**config.mk**
```make
export PLATFORM = sky130hd
export DESIGN_NAME = arp_cache_table
export DESIGN_NICKNAME = d
export VERILOG_FILES = /design/src/design/arpc_pkg.sv /design/src/design/arpc_cell.sv /design/src/design/arp_cache_table.sv
export SDC_FILE = /design/constraint.sdc
export NUM_CORES = 2
export LEC_CHECK = 0
export BUFFER_PORTS_ARGS = -buffer_cell sky130_fd_sc_hd__buf_2
export CORE_MARGIN = 8
export CORE_UTILIZATION = 42
export DETAILED_ROUTE_END_ITERATION = 10
export PLACE_DENSITY_LB_ADDON = 0.08
export SLEW_MARGIN = 40
export SYNTH_ARGS = -nofsm -noshare
export SYNTH_HDL_FRONTEND = slang
export SYNTH_HIERARCHICAL = 1
export SYNTH_SLANG_ARGS = --single-unit
```
**constraint.sdc**
```tcl
create_clock -name i_clk -period 35 [get_ports i_clk]
set_input_delay 5.25 -clock i_clk [delete_from_list [all_inputs] [get_ports i_clk]]
set_output_delay 5.25 -clock i_clk [all_outputs]
set_load 0.005 [all_outputs]
```
**src/design/arpc_pkg.sv**
```systemverilog
package arpc_pkg;

    localparam int unsigned IDX_W = 8;
    localparam logic [15:0] LIFETIME_RESET = 16'd300;

    typedef enum logic [1:0] {
        K_LOOKUP = 2'd0,
        K_UPDATE = 2'd1,
        K_CLEAR  = 2'd2,
        K_FLUSH  = 2'd3
    } t_kind;

    typedef struct packed {
        logic             act;
        t_kind            kind;
        logic [31:0]      ip;
        logic [15:0]      now;
        logic [15:0]      life;
        logic             hit;
        logic [IDX_W-1:0] hit_idx;
        logic             free_ok;
        logic [IDX_W-1:0] free_idx;
        logic [47:0]      mac;
        logic [15:0]      hwt;
        logic [7:0]       flags;
    } t_tok;

    typedef struct packed {
        logic             clr;
        logic             wr;
        logic [IDX_W-1:0] wr_idx;
        logic [31:0]      ip;
        logic [47:0]      mac;
        logic [15:0]      hwt;
        logic [7:0]       flags;
        logic [15:0]      stamp;
    } t_ctl;

endpackage

```
**src/design/arpc_cell.sv**
```systemverilog
module arpc_cell
    import arpc_pkg::*;
#(
    parameter int unsigned IDX = 0
) (
    input  logic i_clk,
    input  logic i_rst_n,
    input  t_tok i_tok,
    input  t_ctl i_ctl,
    output t_tok o_tok
);

    localparam logic [IDX_W-1:0] ME = IDX_W'(IDX);

    logic        r_valid;
    logic        n_valid;
    logic [31:0] r_ip;
    logic [47:0] r_mac;
    logic [15:0] r_hwt;
    logic [7:0]  r_flags;
    logic [15:0] r_stamp;
    t_tok        r_tok;
    t_tok        n_tok;
    logic        w_evict;
    logic        w_match;
    logic        w_sel;
    logic [15:0] w_age;

    assign w_match = r_valid && (r_ip == i_tok.ip);
    assign w_age   = i_tok.now - r_stamp;
    assign w_sel   = i_ctl.wr && (i_ctl.wr_idx == ME);

    always_comb begin
        n_tok   = i_tok;
        w_evict = 1'b0;
        if (i_tok.act) begin
            case (i_tok.kind)
                K_LOOKUP, K_UPDATE: begin
                    if (w_match && !i_tok.hit) begin
                        n_tok.hit     = 1'b1;
                        n_tok.hit_idx = ME;
                        n_tok.mac     = r_mac;
                        n_tok.hwt     = r_hwt;
                        n_tok.flags   = r_flags;
                    end
                    if (i_tok.kind == K_UPDATE && !r_valid && !i_tok.free_ok) begin
                        n_tok.free_ok  = 1'b1;
                        n_tok.free_idx = ME;
                    end
                end
                K_FLUSH: begin
                    if (r_valid && !i_tok.hit && w_age >= i_tok.life) begin
                        n_tok.hit     = 1'b1;
                        n_tok.hit_idx = ME;
                        w_evict       = 1'b1;
                    end
                end
                default: begin
                end
            endcase
        end
    end

    always_comb begin
        n_valid = r_valid;
        if (i_ctl.clr) begin
            n_valid = 1'b0;
        end else if (w_sel) begin
            n_valid = 1'b1;
        end else if (w_evict) begin
            n_valid = 1'b0;
        end
    end

    always_ff @(posedge i_clk) begin
        if (!i_rst_n) begin
            r_valid   <= 1'b0;
            r_tok.act <= 1'b0;
        end else begin
            r_valid <= n_valid;
            r_tok   <= n_tok;
        end
    end

    always_ff @(posedge i_clk) begin
        if (w_sel) begin
            r_ip    <= i_ctl.ip;
            r_mac   <= i_ctl.mac;
            r_hwt   <= i_ctl.hwt;
            r_flags <= i_ctl.flags;
            r_stamp <= i_ctl.stamp;
        end
    end

    assign o_tok = r_tok;

endmodule

```
**src/design/arp_cache_table.sv**
```systemverilog
// ARP cache table. A request is taken when start is high and busy is low; the
// result appears on the o_ ports for one cycle with o_strobe high, ENTRIES + 2
// cycles after the request (18 cycles for 16 entries), and a new request may be
// taken in that same cycle. The receiver cannot stall: a result is gone after
// its strobe cycle. The figure is set by the chain of entry cells, one cell per
// cycle, that every request walks through, plus one cycle to launch it and one
// to write back and register the result. All entries are invalid after reset.
// Register 0 at byte address 0 is the flush lifetime in seconds (reset 300).
module arp_cache_table
    import arpc_pkg::*;
#(
    parameter int unsigned ENTRIES = 16
) (
    input  logic        i_clk,
    input  logic        i_rst_n,
    input  logic        start,
    output logic        busy,
    input  logic [1:0]  i_kind,
    input  logic [31:0] i_ip_address,
    input  logic [47:0] i_mac_address,
    input  logic [15:0] i_hw_type,
    input  logic [7:0]  i_entry_flags,
    input  logic [15:0] i_now_seconds,
    output logic        o_strobe,
    output logic        o_found,
    output logic        o_status,
    output logic [3:0]  o_slot,
    output logic [47:0] o_found_mac,
    output logic [15:0] o_found_hw_type,
    output logic [7:0]  o_found_flags,
    input  logic        psel,
    input  logic        penable,
    input  logic        pwrite,
    input  logic [2:0]  paddr,
    input  logic [31:0] pwdata,
    output logic [31:0] prdata,
    output logic        pready
);

    typedef enum logic [1:0] {
        S_IDLE = 2'b01,
        S_RUN  = 2'b10
    } t_state;

    t_state           r_state;
    t_state           n_state;
    logic [15:0]      r_lifetime;
    t_tok             r_inj;
    t_tok             n_inj;
    logic [47:0]      r_mac;
    logic [15:0]      r_hwt;
    logic [7:0]       r_flags;
    t_ctl             w_ctl;
    t_tok             w_tok [ENTRIES+1];
    t_tok             w_last;
    logic             w_accept;
    logic             w_done;
    logic [IDX_W-1:0] w_slot_idx;
    logic             r_strobe;
    logic             r_found;
    logic             r_status;
    logic [3:0]       r_slot;
    logic [47:0]      r_fmac;
    logic [15:0]      r_fhwt;
    logic [7:0]       r_fflags;
    logic             n_found;
    logic             n_status;
    logic [47:0]      n_fmac;
    logic [15:0]      n_fhwt;
    logic [7:0]       n_fflags;

    assign busy     = (r_state == S_RUN);
    assign w_accept = start && !busy;
    assign w_last   = w_tok[ENTRIES];
    assign w_done   = busy && w_last.act;

    // configuration port
    assign pready = 1'b1;
    assign prdata = (paddr[2] == 1'b0) ? {16'd0, r_lifetime} : 32'd0;

    always_ff @(posedge i_clk) begin
        if (!i_rst_n) begin
            r_lifetime <= LIFETIME_RESET;
        end else if (psel && penable && pwrite && paddr[2] == 1'b0) begin
            r_lifetime <= pwdata[15:0];
        end
    end

    // launch
    always_comb begin
        n_inj     = r_inj;
        n_inj.act = 1'b0;
        if (w_accept) begin
            n_inj.act      = 1'b1;
            n_inj.kind     = t_kind'(i_kind);
            n_inj.ip       = i_ip_address;
            n_inj.now      = i_now_seconds;
            n_inj.life     = r_lifetime;
            n_inj.hit      = 1'b0;
            n_inj.hit_idx  = '0;
            n_inj.free_ok  = 1'b0;
            n_inj.free_idx = '0;
            n_inj.mac      = '0;
            n_inj.hwt      = '0;
            n_inj.flags    = '0;
        end
    end

    always_comb begin
        n_state = r_state;
        case (r_state)
            S_IDLE: if (start) n_state = S_RUN;
            S_RUN:  if (w_last.act) n_state = S_IDLE;
            default: n_state = S_IDLE;
        endcase
    end

    always_ff @(posedge i_clk) begin
        if (!i_rst_n) begin
            r_state   <= S_IDLE;
            r_inj.act <= 1'b0;
            r_strobe  <= 1'b0;
        end else begin
            r_state  <= n_state;
            r_inj    <= n_inj;
            r_strobe <= w_done;
        end
    end

    always_ff @(posedge i_clk) begin
        if (w_accept) begin
            r_mac   <= i_mac_address;
            r_hwt   <= i_hw_type;
            r_flags <= i_entry_flags;
        end
    end

    // cell chain
    assign w_tok[0] = r_inj;

    for (genvar g = 0; g < ENTRIES; g++) begin : g_cell
        arpc_cell #(
            .IDX(g)
        ) u_cell (
            .i_clk  (i_clk),
            .i_rst_n(i_rst_n),
            .i_tok  (w_tok[g]),
            .i_ctl  (w_ctl),
            .o_tok  (w_tok[g+1])
        );
    end

    // write back and result
    assign w_slot_idx   = w_last.hit ? w_last.hit_idx : w_last.free_idx;
    assign w_ctl.clr    = w_done && (w_last.kind == K_CLEAR);
    assign w_ctl.wr     = w_done && (w_last.kind == K_UPDATE)
                          && (w_last.hit || w_last.free_ok);
    assign w_ctl.wr_idx = w_slot_idx;
    assign w_ctl.ip     = w_last.ip;
    assign w_ctl.mac    = r_mac;
    assign w_ctl.hwt    = r_hwt;
    assign w_ctl.flags  = r_flags;
    assign w_ctl.stamp  = w_last.now;

    always_comb begin
        n_found  = 1'b0;
        n_status = 1'b0;
        n_fmac   = '0;
        n_fhwt   = '0;
        n_fflags = '0;
        case (w_last.kind)
            K_LOOKUP: begin
                n_found = w_last.hit;
                if (w_last.hit) begin
                    n_fmac   = w_last.mac;
                    n_fhwt   = w_last.hwt;
                    n_fflags = w_last.flags;
                end
            end
            K_UPDATE: n_status = !w_last.hit && !w_last.free_ok;
            K_FLUSH:  n_found = w_last.hit;
            default: begin
            end
        endcase
    end

    always_ff @(posedge i_clk) begin
        if (w_done) begin
            r_found  <= n_found;
            r_status <= n_status;
            r_slot   <= (w_last.hit || (w_last.kind == K_UPDATE && w_last.free_ok))
                        && w_last.kind != K_CLEAR ? w_slot_idx[3:0] : 4'd0;
            r_fmac   <= n_fmac;
            r_fhwt   <= n_fhwt;
            r_fflags <= n_fflags;
        end
    end

    assign o_strobe        = r_strobe;
    assign o_found         = r_found;
    assign o_status        = r_status;
    assign o_slot          = r_slot;
    assign o_found_mac     = r_fmac;
    assign o_found_hw_type = r_fhwt;
    assign o_found_flags   = r_fflags;

`ifndef SYNTHESIS
    a_accept_busy: assert property (@(posedge i_clk) disable iff (!i_rst_n)
        (start && !busy) |=> busy)
        else $error("request taken but block not busy");

    a_done_strobe: assert property (@(posedge i_clk) disable iff (!i_rst_n)
        (busy && w_last.act) |=> (o_strobe && !busy))
        else $error("scan finished without result strobe");

    a_strobe_single: assert property (@(posedge i_clk) disable iff (!i_rst_n)
        o_strobe |=> !o_strobe)
        else $error("result strobe held longer than one cycle");

    a_full_not_found: assert property (@(posedge i_clk) disable iff (!i_rst_n)
        o_strobe && o_status |-> !o_found && o_slot == 4'd0)
        else $error("full status with hit or slot");
`endif

endmodule

```
==> summary.md <==
| Metric | Value |
|---|---|
| Status | complete, no violations |
| Worst hold path class | flip-flop to flip-flop |
| CTS tree | built |
| IO Pins | 276 |
| RSZ-0062 raised after global routing | no |
| Share of post-route cells with drive strength above 1 | 18.8% |
| Via-to-Cell Ratio | 5.07 |
| CP arrival | 5860 ps |
| Clock latency on the worst-skew pair | 1010 ps |
| Tmin final | 11110 ps |
| Layout Skew | 52.3 ps |
| Leakage | 76.0 nW |
| Htree depth | 6 |
| Endpoints failing hold | 0 |
| First-pass GRT wire length | 604 mm |
| CTS max path bufs | 4 |
| Crit Path Class | input pin to output port |
| Most frequent cells in the layout | edfxtp_1 (4616), inv_1 (617), mux2_4 (560) |
| Most used cell, CP | buf_2 |
| VDD IR max | 0.0554 mV |
| Wirelength per Cell | 23.6 um |
| Post-route DRC | 0 |
| Drt first pass iters | 7 |
| Clock slew at reported path FFs | 60 ps |
| Avg Cell Area, Syn | 18.4 sq um |
| Initial antenna violation count | 17 |
| Core area | 0.441 sq mm |
| Die Height | 680 um |
| Final worst-path cycle share | 31.7% |
| Clock sink count | 4668 |
| Fillers | 36300 |
| Final Util | 48.0% |
| Clock share of power | 42.8% |
| Cts hold-fix bufs | 0 |
| PortBufs | 240 |
| Startpoint types | input pin |
| Sequential fraction of design power | 53.4% |
| Crit path from | paddr[2] |
| Tot GR Track Use | 17.2% |
| YS warnings | 6 |
| Worst Tran Pin Value | 913 ps |
| Max frequency | 90.0 MHz |
| RePlAce Congestion | 0.844 |
| Antenna Nets Post-Route | 0 |
| Largest net degree at the start of global routing | 164 |
| CP peak stage delay | 250 ps |
| Fin nets | 11600 |
| Root Buffer | clkbuf_16 |
| Total grt overflow | 0 |
| Max-cap violation count | 0 |
| Routed vias | 87500 |
| TritonCTS buffer count | 521 |
| Hold path startpoint | g_cell[15].u_cell/o_tok[152] |
| Routed wire length | 406 mm |
| CTS resizes | 0 |
| Final setup vio count | 0 |
| Postcts setup bufs | 0 |
| Worst-path cell chain | buf_2 -> and2b_2 -> buf_2 |
| Pwr Density | 57.3 mW/mm^2 |
| Worst-path fanout max | 17 |
| Setup tns final | 0 ps |
| Die width | 680 um |
| CP endpoint kind | output port |
| Vias in the first global route | 92500 |
| Slew Viols, Final | 0 |
| Die footprint | 0.463 sq mm |
| P&R area growth vs syn | 14.1% |
| Starting DRT DRC Count | 5553 |
| Sw Pwr | 2.52 mW |
| R2R Path Start | g_cell[6].u_cell/o_tok[107] |
| HPWL after DPL | 263 mm |
| Combinational power share | 3.9% |
| Cells after Synth | 10100 |
| Starting density of the core | 42.1% |
| Commonest non-fill, non-tap cell in the layout | edfxtp_1 |
| CP max-delay cell | and2b_2 |
| Sw frac | 20.8% |
| Site row count | 244 |
| CP required | 29750 ps |
| Max_slew headroom | 37.6% |
| Synthesized area | 0.185 sq mm |
| Internal | 9.59 mW |
## power by group through the flow
stage	Clock, mW	Combinational, mW	Sequential [mW]
floorplan	0	0.283	6.53
global placement	0	0.438	6.59
global route	5.54	0.521	6.48
finish	5.18	0.467	6.46
CTS	5.34	0.474	6.47
detailed placement	0	0.471	6.58
## critical path, delay by kind of cell
kind | cells | cell delay [ps]
buffers and inverters | 2 | 350
AND/OR/NAND/NOR | 1 | 250
## layout make-up
cell class                 instances  area, sq um  share of cell area (%)
sequential                      4668       140000                    66.0
multi-input combinational       4688        42300                    20.0
clock buffer                     666        14100                    6.65
tap                             5904         7390                    3.49
timing repair buffer             440         3640                    1.72
inverter                         619         2320                    1.10
clock inverter                   250         2080                   0.983
antenna                           12         30.0                  0.0142
## registers in the layout, indices dropped and copies added, names as in the netlist
signal,count
g_cell.u_cell/o_tok,2496
g_cell.u_cell/r_mac,768
g_cell.u_cell/r_ip,512
g_cell.u_cell/r_hwt,256
g_cell.u_cell/r_stamp,256
g_cell.u_cell/r_flags,128
r_inj,67
o_found_mac,48
r_mac,48
g_cell.u_cell/r_valid,16
o_found_hw_type,16
r_hwt,16
r_lifetime,16
o_found_flags,8
r_flags,8
o_slot,4
r_state,2
o_found,1
o_status,1
o_strobe,1
## per-layer routing
layer / GRT usage [%] / vias up / wire, um
met1: 23.8 / 45100 / 187000
met3: 2.10 / 630 / 14600
li1: - / 40200 / -
met2: 29.0 / 1605 / 195000
met4: 4.37 / 0 / 9780
met5: 0 / - / 0
## per-stage QoR
stage               hold WS (ps)  setup WS [ps]  instance area [sq um]  power [mW]  instances
floorplan                    422          19970                 186000        6.81      10200
global placement             436          23020                 194000        7.03      16300
detailed placement           439          23900                 195000        7.05      16300
CTS                          435          23900                 211000        12.3      17200
global route                 453          23850                 211000        12.5      17200
finish                       431          23890                 212000        12.1      17200
## worst paths after layout
check	endpoint	slack [ps]	cells after the start
setup reg to reg	g_cell[7].u_cell/o_tok[88]	29660	14
hold / removal	g_cell[15].u_cell/r_ip[30]	430	0
setup / recovery	prdata[15]	23890	3
hold reg to reg	g_cell[15].u_cell/r_ip[30]	430	0
Power figures use the tool's default switching activity.
